--- src/sv/gkia_pkg.sv ---
// ----------------------------------------------------------------------------
// gkia_pkg: shared types and constants for the group key index assigner
// Holds table sizing, transaction payloads and the probe handed along the
// chain of table cells.
// ----------------------------------------------------------------------------
`timescale 1ns / 1ps
`default_nettype none

package gkia_pkg;

	// Table sizing
	localparam int MAX_GROUPS = 256;
	localparam int KEY_WIDTH  = 64;
	localparam int IDX_W      = (MAX_GROUPS > 2) ? $clog2(MAX_GROUPS) : 1;

	// Field widths fixed by the interface
	localparam int KEY_FIELD_W = 64;
	localparam int GRP_FIELD_W = 8;

	// Input transaction
	typedef struct packed {
		logic                   start_query;
		logic [KEY_FIELD_W-1:0] key_value;
	} row_t;

	// Output transaction
	typedef struct packed {
		logic [GRP_FIELD_W-1:0] group_number;
		logic                   new_group;
		logic                   table_overflow;
	} grp_t;

	// Lookup probe passed from cell to cell
	typedef struct packed {
		logic                   live;
		logic                   done;
		logic                   fresh;
		logic [GRP_FIELD_W-1:0] num;
		logic [KEY_WIDTH-1:0]   key;
	} probe_t;

endpackage

`default_nettype wire

--- src/sv/gkia_cell.sv ---
// ----------------------------------------------------------------------------
// gkia_cell: one table entry of the group key index assigner
// Stores one key with its valid bit, compares the passing probe against it,
// claims the entry for a new key and hands the probe to the next cell.
// ----------------------------------------------------------------------------
`timescale 1ns / 1ps
`default_nettype none

module gkia_cell
	import gkia_pkg::*;
(
	input  wire logic              clk,
	input  wire logic              arst_n,
	input  wire logic              en,
	input  wire logic              clr,
	input  wire logic [IDX_W-1:0]  idx,
	input  wire probe_t            probe_in,
	output probe_t                 probe_out
);

	logic                         valid_q;
	logic [KEY_WIDTH-1:0]         key_q;
	probe_t                       probe_q;
	probe_t                       probe_d;
	logic                         valid_eff;
	logic                         insert;
	logic [IDX_W+GRP_FIELD_W-1:0] idx_ext;

	assign idx_ext   = {{GRP_FIELD_W{1'b0}}, idx};
	assign valid_eff = valid_q & ~clr;

	// Compare or claim this entry for a probe still searching
	always_comb begin
		probe_d = probe_in;
		insert  = 1'b0;
		if (probe_in.live && !probe_in.done) begin
			if (valid_eff && (key_q == probe_in.key)) begin
				probe_d.done  = 1'b1;
				probe_d.fresh = 1'b0;
				probe_d.num   = idx_ext[GRP_FIELD_W-1:0];
			end else if (!valid_eff) begin
				insert        = 1'b1;
				probe_d.done  = 1'b1;
				probe_d.fresh = 1'b1;
				probe_d.num   = idx_ext[GRP_FIELD_W-1:0];
			end
		end
	end

	// Valid bit: clear on query start, set when claimed
	always_ff @(posedge clk or negedge arst_n) begin
		if (!arst_n) begin
			valid_q <= 1'b0;
		end else if (en && insert) begin
			valid_q <= 1'b1;
		end else if (clr) begin
			valid_q <= 1'b0;
		end
	end

	// Stored key
	always_ff @(posedge clk) begin
		if (en && insert) begin
			key_q <= probe_in.key;
		end
	end

	// Advance the probe to the neighbor
	always_ff @(posedge clk or negedge arst_n) begin
		if (!arst_n) begin
			probe_q <= '0;
		end else if (en) begin
			probe_q <= probe_d;
		end
	end

	assign probe_out = probe_q;

endmodule

`default_nettype wire

--- config.mk ---
export PLATFORM = sky130hd
export DESIGN_NAME = gkia_cell
export DESIGN_NICKNAME = d
export VERILOG_FILES = /design/src/sv/gkia_pkg.sv /design/src/sv/gkia_cell.sv
export SDC_FILE = /design/constraint.sdc
export NUM_CORES = 1
export LEC_CHECK = 0
export ABC_AREA = 1
export BUFFER_PORTS_ARGS = -buffer_cell sky130_fd_sc_hd__buf_4
export CORE_MARGIN = 5
export CORE_UTILIZATION = 59
export CTS_BUF_LIST = sky130_fd_sc_hd__clkbuf_8
export CTS_CLUSTER_DIAMETER = 40
export DETAILED_ROUTE_END_ITERATION = 8
export PLACE_DENSITY_LB_ADDON = 0.12
export SLEW_MARGIN = 20
export SYNTH_ARGS = -nofsm -noshare
export SYNTH_HDL_FRONTEND = slang
export SYNTH_SLANG_ARGS = --single-unit
export TNS_END_PERCENT = 1
--- constraint.sdc ---
create_clock -name clk -period 11.1 [get_ports clk]
set_clock_uncertainty 0.2 [all_clocks]
set_input_delay 1.665 -clock clk [delete_from_list [all_inputs] [get_ports clk]]
set_output_delay 1.665 -clock clk [all_outputs]
set_load 0.05 [all_outputs]
==> After elaboration in Yosys (flattened, before gate mapping) <==
Index checks and enable logic that the tools add are counted.
{ "word_totals": {"in_bits": 87, "wordCells": 23, "output_inout_bits": 75, "ff_bits": 140} }
{ "classes": {"muxes": 8, "bitwise_logic": 2, "reduce_logical": 5, "eq_ne": 1} }
{ "ops": {"columns": ["operator", "count"], "rows": [
  ["== test 64 bit", 1],
  ["two-way mux 10 bit", 3],
  ["two-way mux 1 bit", 5],
  ["logical AND 1 bit", 3],
  ["nonzero test 2 bit", 1],
  ["AND 1 bit", 1],
  ["logical NOT 1 bit", 1],
  ["inverter 1 bit", 1]
]} }

==> Depth between registers and ports, before layout <==
Gate-level depths: netlist of run 1.
{ "depth": {"depth_word": 7, "mapped_depth": 13, "mapped_depth_nobuf": 13} }

==> Worst setup path before layout of run 1 <==
Ideal clock, no wire load.
{ "synth_path": {"path_type": "input-to-reg", "startpoint": "input en", "endpoint": "register key_q[0], enable pin", "required_ps": 10413, "setup_ps": 487, "path_buffers": 2, "arrival_ps": 4806, "slack_ps": 5607, "stages": 4, "path_cell_list": "inv_1 > clkbuf_1 > clkbuf_1 > nor2_1"} }
{ "synth_between": {"elab_chain_cells": 1} }
{ "synth_rtl": {"columns": ["element", "line_no", "text"], "rows": [
  ["start: declaration", "gkia_cell.sv:14", "input wire logic en,"],
  ["logical AND 1 bit", "gkia_cell.sv:63", "if (en && insert) begin"],
  ["end signal: assignment", "gkia_cell.sv:64", "key_q <= probe_in.key;"],
  ["end: declaration", "gkia_cell.sv:22", "logic [KEY_WIDTH-1:0] key_q;"]
]} }
Every way passes these cells.
A chain may end at the register's enable or synchronous reset.

==> Worst setup path in the final report of run 1 <==
{ "layout_path": {"startpoint": "input probe_in[73] (netlist name)", "endpoint": "register key_q[57], enable pin"} }
{ "layout_between": {"elab_chain_cells": 4} }
{ "layout_rtl": {"columns": ["element", "line_no", "text"], "rows": [
  ["start: declaration", "gkia_cell.sv:17", "input wire probe_t probe_in,"],
  ["logical NOT 1 bit", "gkia_cell.sv:36", "if (probe_in.live && !probe_in.done) begin"],
  ["logical AND 1 bit", "gkia_cell.sv:36", null],
  ["two-way mux 1 bit", "gkia_cell.sv:36", null],
  ["logical AND 1 bit", "gkia_cell.sv:63", null]
]} }
Every way passes these cells.

==> results.toml, run 1 <==
[critical_path]
crit_type = "in2reg"
worstSetupEndpoint = "key_q[57]"
ff2ff_setup_slack_ns = 8.90
r2r-end = "key_q[57]"
path_max_fanout = 64
r2r_start = "valid_q"
ff2ff_path_depth = 4
arrival_ns = 3.07
cp-start-kind = "primary input"
critPathRequiredTime_ns = 10.95
worst_setup_path_end_kind = "flip-flop"
cp-startpoint = "probe_in[73]"

[run]
maxCapViolations = 0

[grt]
grt_max_degree = 121
grt_use_met3 = 0.05895
use_met2 = 0.3836
grt_pass1_vias = 4863
grt_pass1_wl_um = 23400
grt-ovfl-total = 0
busiest_layer = "met2"
gr-usage-met1 = 0.3093
antenna_found_initial = 0
gr-usage-all-layers = 0.2350

[clocking]
ctsHoldBuffers = 0
cts_tree = "yes"
htreeDepth = 4
postCtsSetupBuffers = 0
cts-root-buf = "clkbuf_8"
cts.sinks = 140
clk_pin_slew_ns = 0.07
clockBufferDepth = 2
numCtsBuffers = 17
clock_latency_ns = 0.43
cts-resized-gates = 0

[pwr]
p_seq_frac = 0.481
netSwitchingPower_mw = 0.3693
p_leak_nw = 4.024
p_int_mw = 0.8661
power.switching_fraction = 0.2989
p_per_area_nw_per_um2 = 158.5
ir_drop_v = 0.0001303
p_clk_frac = 0.328
p_comb_frac = 0.191

[finish]
antennaDiodeCount = 0
finalNonFillerCells = 994
seq_area_um2 = 3824
fillCellCount = 756
drive_gt1_frac = 0.2378
multiInputGateArea_um2 = 1773
final_nets = 932
area_delta_synth_final_pct = 28.65

[timing]
hold_viol_final = 0
fin_setup_tns_ns = 0
worstMarginPinSlew_ns = 1.048
maxSlewViolCount = 0
fmax_mhz = 311.4
finalCriticalPeriod_ns = 3.211
rsz0062_at_grt = "false"
slew_headroom = 0.3013
worst_slack_ns = 7.889
period_share = 0.2893
setup_viol = 0

[route]
antenna_left = 0
drt_iter0_drc = 347
drt_first_pass_iters = 5
wl_um = 14000
via_count = 4801
drc = 0
wl_per_cell_um = 14.08
viasPerCell = 4.830

[run_status]
outcome = "complete, no violations"

[logic_synthesis]
seq_area_frac_synth = 0.6313
yosys_register_bits = 140
syn_inst = 680
syn_area_per_cell_um2 = 8.907
syn_area_um2 = 6057
mappedNetlistNets = 767
yosys_warnings = 0
synth.distinct_cells = 20

[placement]
dp_hpwl_um = 9928
gp_congestion = 0.7814
numPortBuffers = 161
place_ws_ns = 7.440
dp_cells = 962

[floorplan]
die_w_um = 111.3
fp.dieH_um = 111.3
floorplan.rows = 37
floorplan.initialDensity = 0.5947
core_um2 = 10180
ios = 162
dieArea_um2 = 12390

[min_path]
hold_path.class = "reg2reg"
power groups by stage:
stage | combinational, mW | clock, mW | sequential, mW
after CTS | 0.238 | 0.412 | 0.594
final | 0.236 | 0.405 | 0.594
after global placement | 0.233 | 0 | 0.603
after global routing | 0.254 | 0.437 | 0.598
after detailed placement | 0.237 | 0 | 0.605
after floorplan | 0.0533 | 0 | 0.692
flip-flops by register name, summed over array words and instances, names as in the netlist:
signal and flops:
key_q 64, valid_q 1, probe_out 75
per-layer routing:
layer | share of wire | up-vias
met1 | 0.42 | 2198
met4 | 0.017 | 0
met2 | 0.49 | 170
li1 | - | 2413
met5 | 0 | -
met3 | 0.067 | 20
cell usage after synthesis:
master	n	share of area
nand2_1	277	0.17
nor2_1	43	0.027
nand3_1	17	0.014
buf_2	2	0.0017
buf_1	2	0.0012
clkbuf_1	13	0.0081
xor2_1	5	0.0072
nor2_2	4	0.0041
o22ai_1	2	0.0021
a21oi_1	1	0.00083
edfxtp_1	64	0.32
o221ai_1	1	0.0014
nand2_4	1	0.0019
o21ai_1	1	0.00083
dfrtp_1	76	0.31
or2_2	1	0.0010
o21ai_0	53	0.044
nand3_4	1	0.0029
inv_1	107	0.066
xnor2_1	9	0.013
layout by cell type (no fill, tap or decap), types with 2 or more instances in the layout:
| cell type | count |
|---|---|
| buf_4 | 162 |
| bufinv_16 | 2 |
| clkbuf_8 | 20 |
| clkinv_2 | 7 |
| clkinvlp_4 | 4 |
| dfrtp_1 | 76 |
| edfxtp_1 | 64 |
| inv_1 | 106 |
| nand2_1 | 277 |
| nand3_1 | 17 |
| nor2_1 | 42 |
| nor2_2 | 4 |
| o21ai_0 | 53 |
| o22ai_1 | 2 |
| xnor2_1 | 9 |
| xor2_1 | 5 |
worst max-delay path, stage by stage:
cell and delay (ns):
buf_4 0.12, nor2_2 0.11, nand2_1 0.30, nor2_4 0.16
buf_4 0.65
final cells by class:
type,count,area share
inverter,107,0.05170
timing repair buffer,163,0.1575
multi-input combinational,416,0.2275
clock buffer,20,0.03532
sequential,140,0.4907
clock inverter,12,0.01541
tap,136,0.02184
metrics by stage:
| stage | power [mW] | instance area (µm²) | util | hold WS [ns] |
|---|---|---|---|---|
| final | 1.235 | 7792 | 0.7651 | 0.2809 |
| after global routing | 1.289 | 7792 | 0.7651 | 0.3085 |
| after CTS | 1.244 | 7789 | 0.7647 | 0.2787 |
| after detailed placement | 0.8416 | 7393 | 0.7259 | 0.2606 |
| after global placement | 0.8360 | 7393 | 0.7259 | 0.2587 |
| after floorplan | 0.7450 | 6057 | - | 0.2610 |
worst min path at each step:
stage	start	end	cells after the start
floorplan	valid_q	valid_q	2
detailed placement	probe_out[52]	probe_out[52]	2
global placement	probe_out[33]	probe_out[33]	2
finish	probe_out[52]	probe_out[52]	2
global route	probe_out[58]	probe_out[58]	2
CTS	probe_out[52]	probe_out[52]	2
kinds of logic after synthesis:
family | after synthesis | synth area share
AND/OR/NAND/NOR | 344 | 0.2223
flip-flops | 140 | 0.6313
AO/OA/AOI/OAI | 58 | 0.04895
XOR/XNOR | 14 | 0.02024
buffers and inverters | 124 | 0.07726
Note: power is estimated with default switching activity, not from simulation.
==> run 2, diff against run 1 <==
- ABC_AREA: 1 -> 0
- CORE_UTILIZATION: 59 -> 49
- clock period: 11.1 -> 2.8 ns (I/O delays scaled with it)
==> run 2 against run 1 <==
Worst setup slack got worse by 7.7 ns. Die area rose by 13%. Final cell count fell by 23%. Non-clock buffer count rose by 69. Critical path depth rose by 4. Register-to-register slack got worse by 8.4 ns.
==> results.toml, run 2 <==
[route]
dr_wl_met3_um = 766
via_count = 3908
drc = 0
viasPerCell = 5.095
wl_per_cell_um = 16.95
wl_met1_um = 5575
dr_wl_met2_um = 6543
antenna_left = 0
top_layer = "met4"
wl_um = 13000
drt_iter0_drc = 192
drt_first_pass_iters = 4

[floorplan]
floorplan.rows = 39
fp.dieH_um = 118.3
core_um2 = 11470
floorplan.initialDensity = 0.5013
dieArea_um2 = 14000
ios = 162
die_w_um = 118.3

[critical_path]
critPathRequiredTime_ns = 2.95
cp_common_cell = "buf_4"
cp-start-kind = "primary input"
cpMaxStageDelayCell = "dlygate4sd3_1"
r2r_start = "key_q[5]"
arrival_ns = 2.76
ff2ff_path_depth = 7
cp_num_buf_inv = 3
path_max_fanout = 9
cp_cell_sequence = "dlygate4sd3_1, buf_4, xnor2_1, nand4_1, nor4_1, buf_4, and4_1, a21oi_1, o22ai_1"
crit_family = "simple AND/OR/NAND/NOR gates"
cp-startpoint = "probe_in[5]"
worst_setup_path_end_kind = "flip-flop"
crit_type = "in2reg"
max_stage_delay_ns = 0.53
r2r-end = "probe_out[66]"
ff2ff_setup_slack_ns = 0.48

[timing]
rsz0062_at_grt = "false"
worstMarginPinSlew_ns = 0.7092
holdWs_ns = 0.05077
maxSlewViolCount = 0
slew_headroom = 0.5272
period_share = 0.9328
hold_viol_final = 0
fmax_mhz = 382.9
setup_viol = 0
finalCriticalPeriod_ns = 2.612
fin_setup_tns_ns = 0

[logic_synthesis]
yosysTopAreaCell = "edfxtp_1"
yosys_register_bits = 140
synth.distinct_cells = 36
synthFlopType = "dfrtp_1"
syn_area_per_cell_um2 = 15.41
yosysTopAreaCellShare = 0.3343
mappedNetlistNets = 460
yosys_warnings = 0
yosysMostFrequentCell = "dfrtp_1"
syn_area_um2 = 5748
netlist_top_cells_area = "edfxtp_1 (33%), dfrtp_1 (33%), mux2_2 (14%)"
syn_inst = 373
seq_area_frac_synth = 0.6652
ys_top_cells_by_count = "dfrtp_1 (76), mux2_2 (73), edfxtp_1 (64), xnor2_1 (45), inv_1 (12)"
synth_edf_count = 64
synthArstFlopShare = 0.5429

[finish]
fillCellCount = 777
layout_commonest_cell = "buf_4"
antennaDiodeCount = 0
area_delta_synth_final_pct = 42.64
layout_common_cells = "buf_4 (163), dfrtp_1 (76), mux2_2 (73)"
fin_util = 0.7150
drive_gt1_frac = 0.4375
finalNonFillerCells = 767
largest_register_ff_count = 75
final_nets = 698

[run_status]
outcome = "complete, no violations"

[pwr]
ir_drop_v = 0.0004955
p_leak_nw = 3.389
finalPower_mw = 5.067
p_per_area_nw_per_um2 = 618.0

[clocking]
cts.sinks = 140
cts_tree = "yes"
cts-root-buf = "clkbuf_8"
clock_latency_ns = 0.43
htreeDepth = 4
clockBufferDepth = 2
numCtsBuffers = 17
clk_pin_slew_ns = 0.07

[grt]
gr-usage-all-layers = 0.1930
grt_max_degree = 77
grt_pass1_vias = 4093
grt-ovfl-total = 0
antenna_found_initial = 0
grt_pass1_wl_um = 21520

[placement]
numPortBuffers = 161
gp_congestion = 0.7859
dp_hpwl_um = 8861
dp_cells = 669

[min_path]
worstHoldStart = "probe_in[74]"
min_path_cells = 2
hold_path.class = "in2reg"
holdPathEnd = "probe_out[74]"

[run]
maxCapViolations = 0
==> run 2: what timing repair did <==
item	4_1_cts	5_1_grt
buffers inserted	0	1
hold buffers	65	0
setup endpoints to repair	0	8
resized for setup	0	0
hold endpoints to repair	140	0
==> run 2: power by group <==
group / switching, mW / internal [mW] / total (mW)
Sequential: 0.0709 / 2.30 / 2.37
Combinational: 0.650 / 0.437 / 1.09
Clock: 0.709 / 0.904 / 1.61
Total: 1.43 / 3.64 / 5.07
==> run 2: routing by layer <==
metal	vias up	global-route usage
met5	-	0
li1	1840	-
met4	0	0.06452
met3	9	0.06065
met1	1938	0.2572
met2	121	0.3024
==> run 2: cell families after synthesis <==
family                 after synthesis  synth area share
flip-flops                         140            0.6652
multiplexers                        73            0.1430
XOR/XNOR                            51           0.07771
AO/OA/AOI/OAI                       40           0.05072
AND/OR/NAND/NOR                     36           0.03788
buffers and inverters               33           0.02547
==> run 2: worst max path at each step <==
stage                          to  slack (ns)  cells after the start
floorplan                key_q[0]        0.37                      3
global placement    probe_out[69]        0.20                      8
detailed placement  probe_out[66]        0.08                      8
CTS                 probe_out[66]        0.02                      9
global route        probe_out[71]        0.08                      8
finish              probe_out[66]        0.19                      9
==> run 2: per-stage QoR <==
step,setup slack [ns],instance area (µm²)
floorplan,0.3714,5749
global placement,0.1985,7141
detailed placement,0.08044,7141
CTS,0.02048,8188
global route,0.07513,8199
finish,0.1883,8199
==> run 2: worst reg2reg max path: cells and delay by family (launching register included) <==
| kind | cells | cell delay (ns) |
|---|---|---|
| and+or+nand+nor | 3 | 1.02 |
| xor gates and xnor gates | 1 | 0.16 |
| AOI/OAI and AO/OA | 2 | 0.27 |
| buffers and inverters | 1 | 0.20 |
| DFF | 1 | 0.38 |
==> run 2: area by class of cell <==
type,count,area [µm²],area share
Clock buffer,19,261.5,0.03189
Clock inverter,13,135.1,0.01648
Inverter,20,75.07,0.009156
Multi-Input combinational cell,200,1779,0.2170
Sequential cell,140,3824,0.4664
Tap cell,143,178.9,0.02182
Timing Repair Buffer,232,1946,0.2373
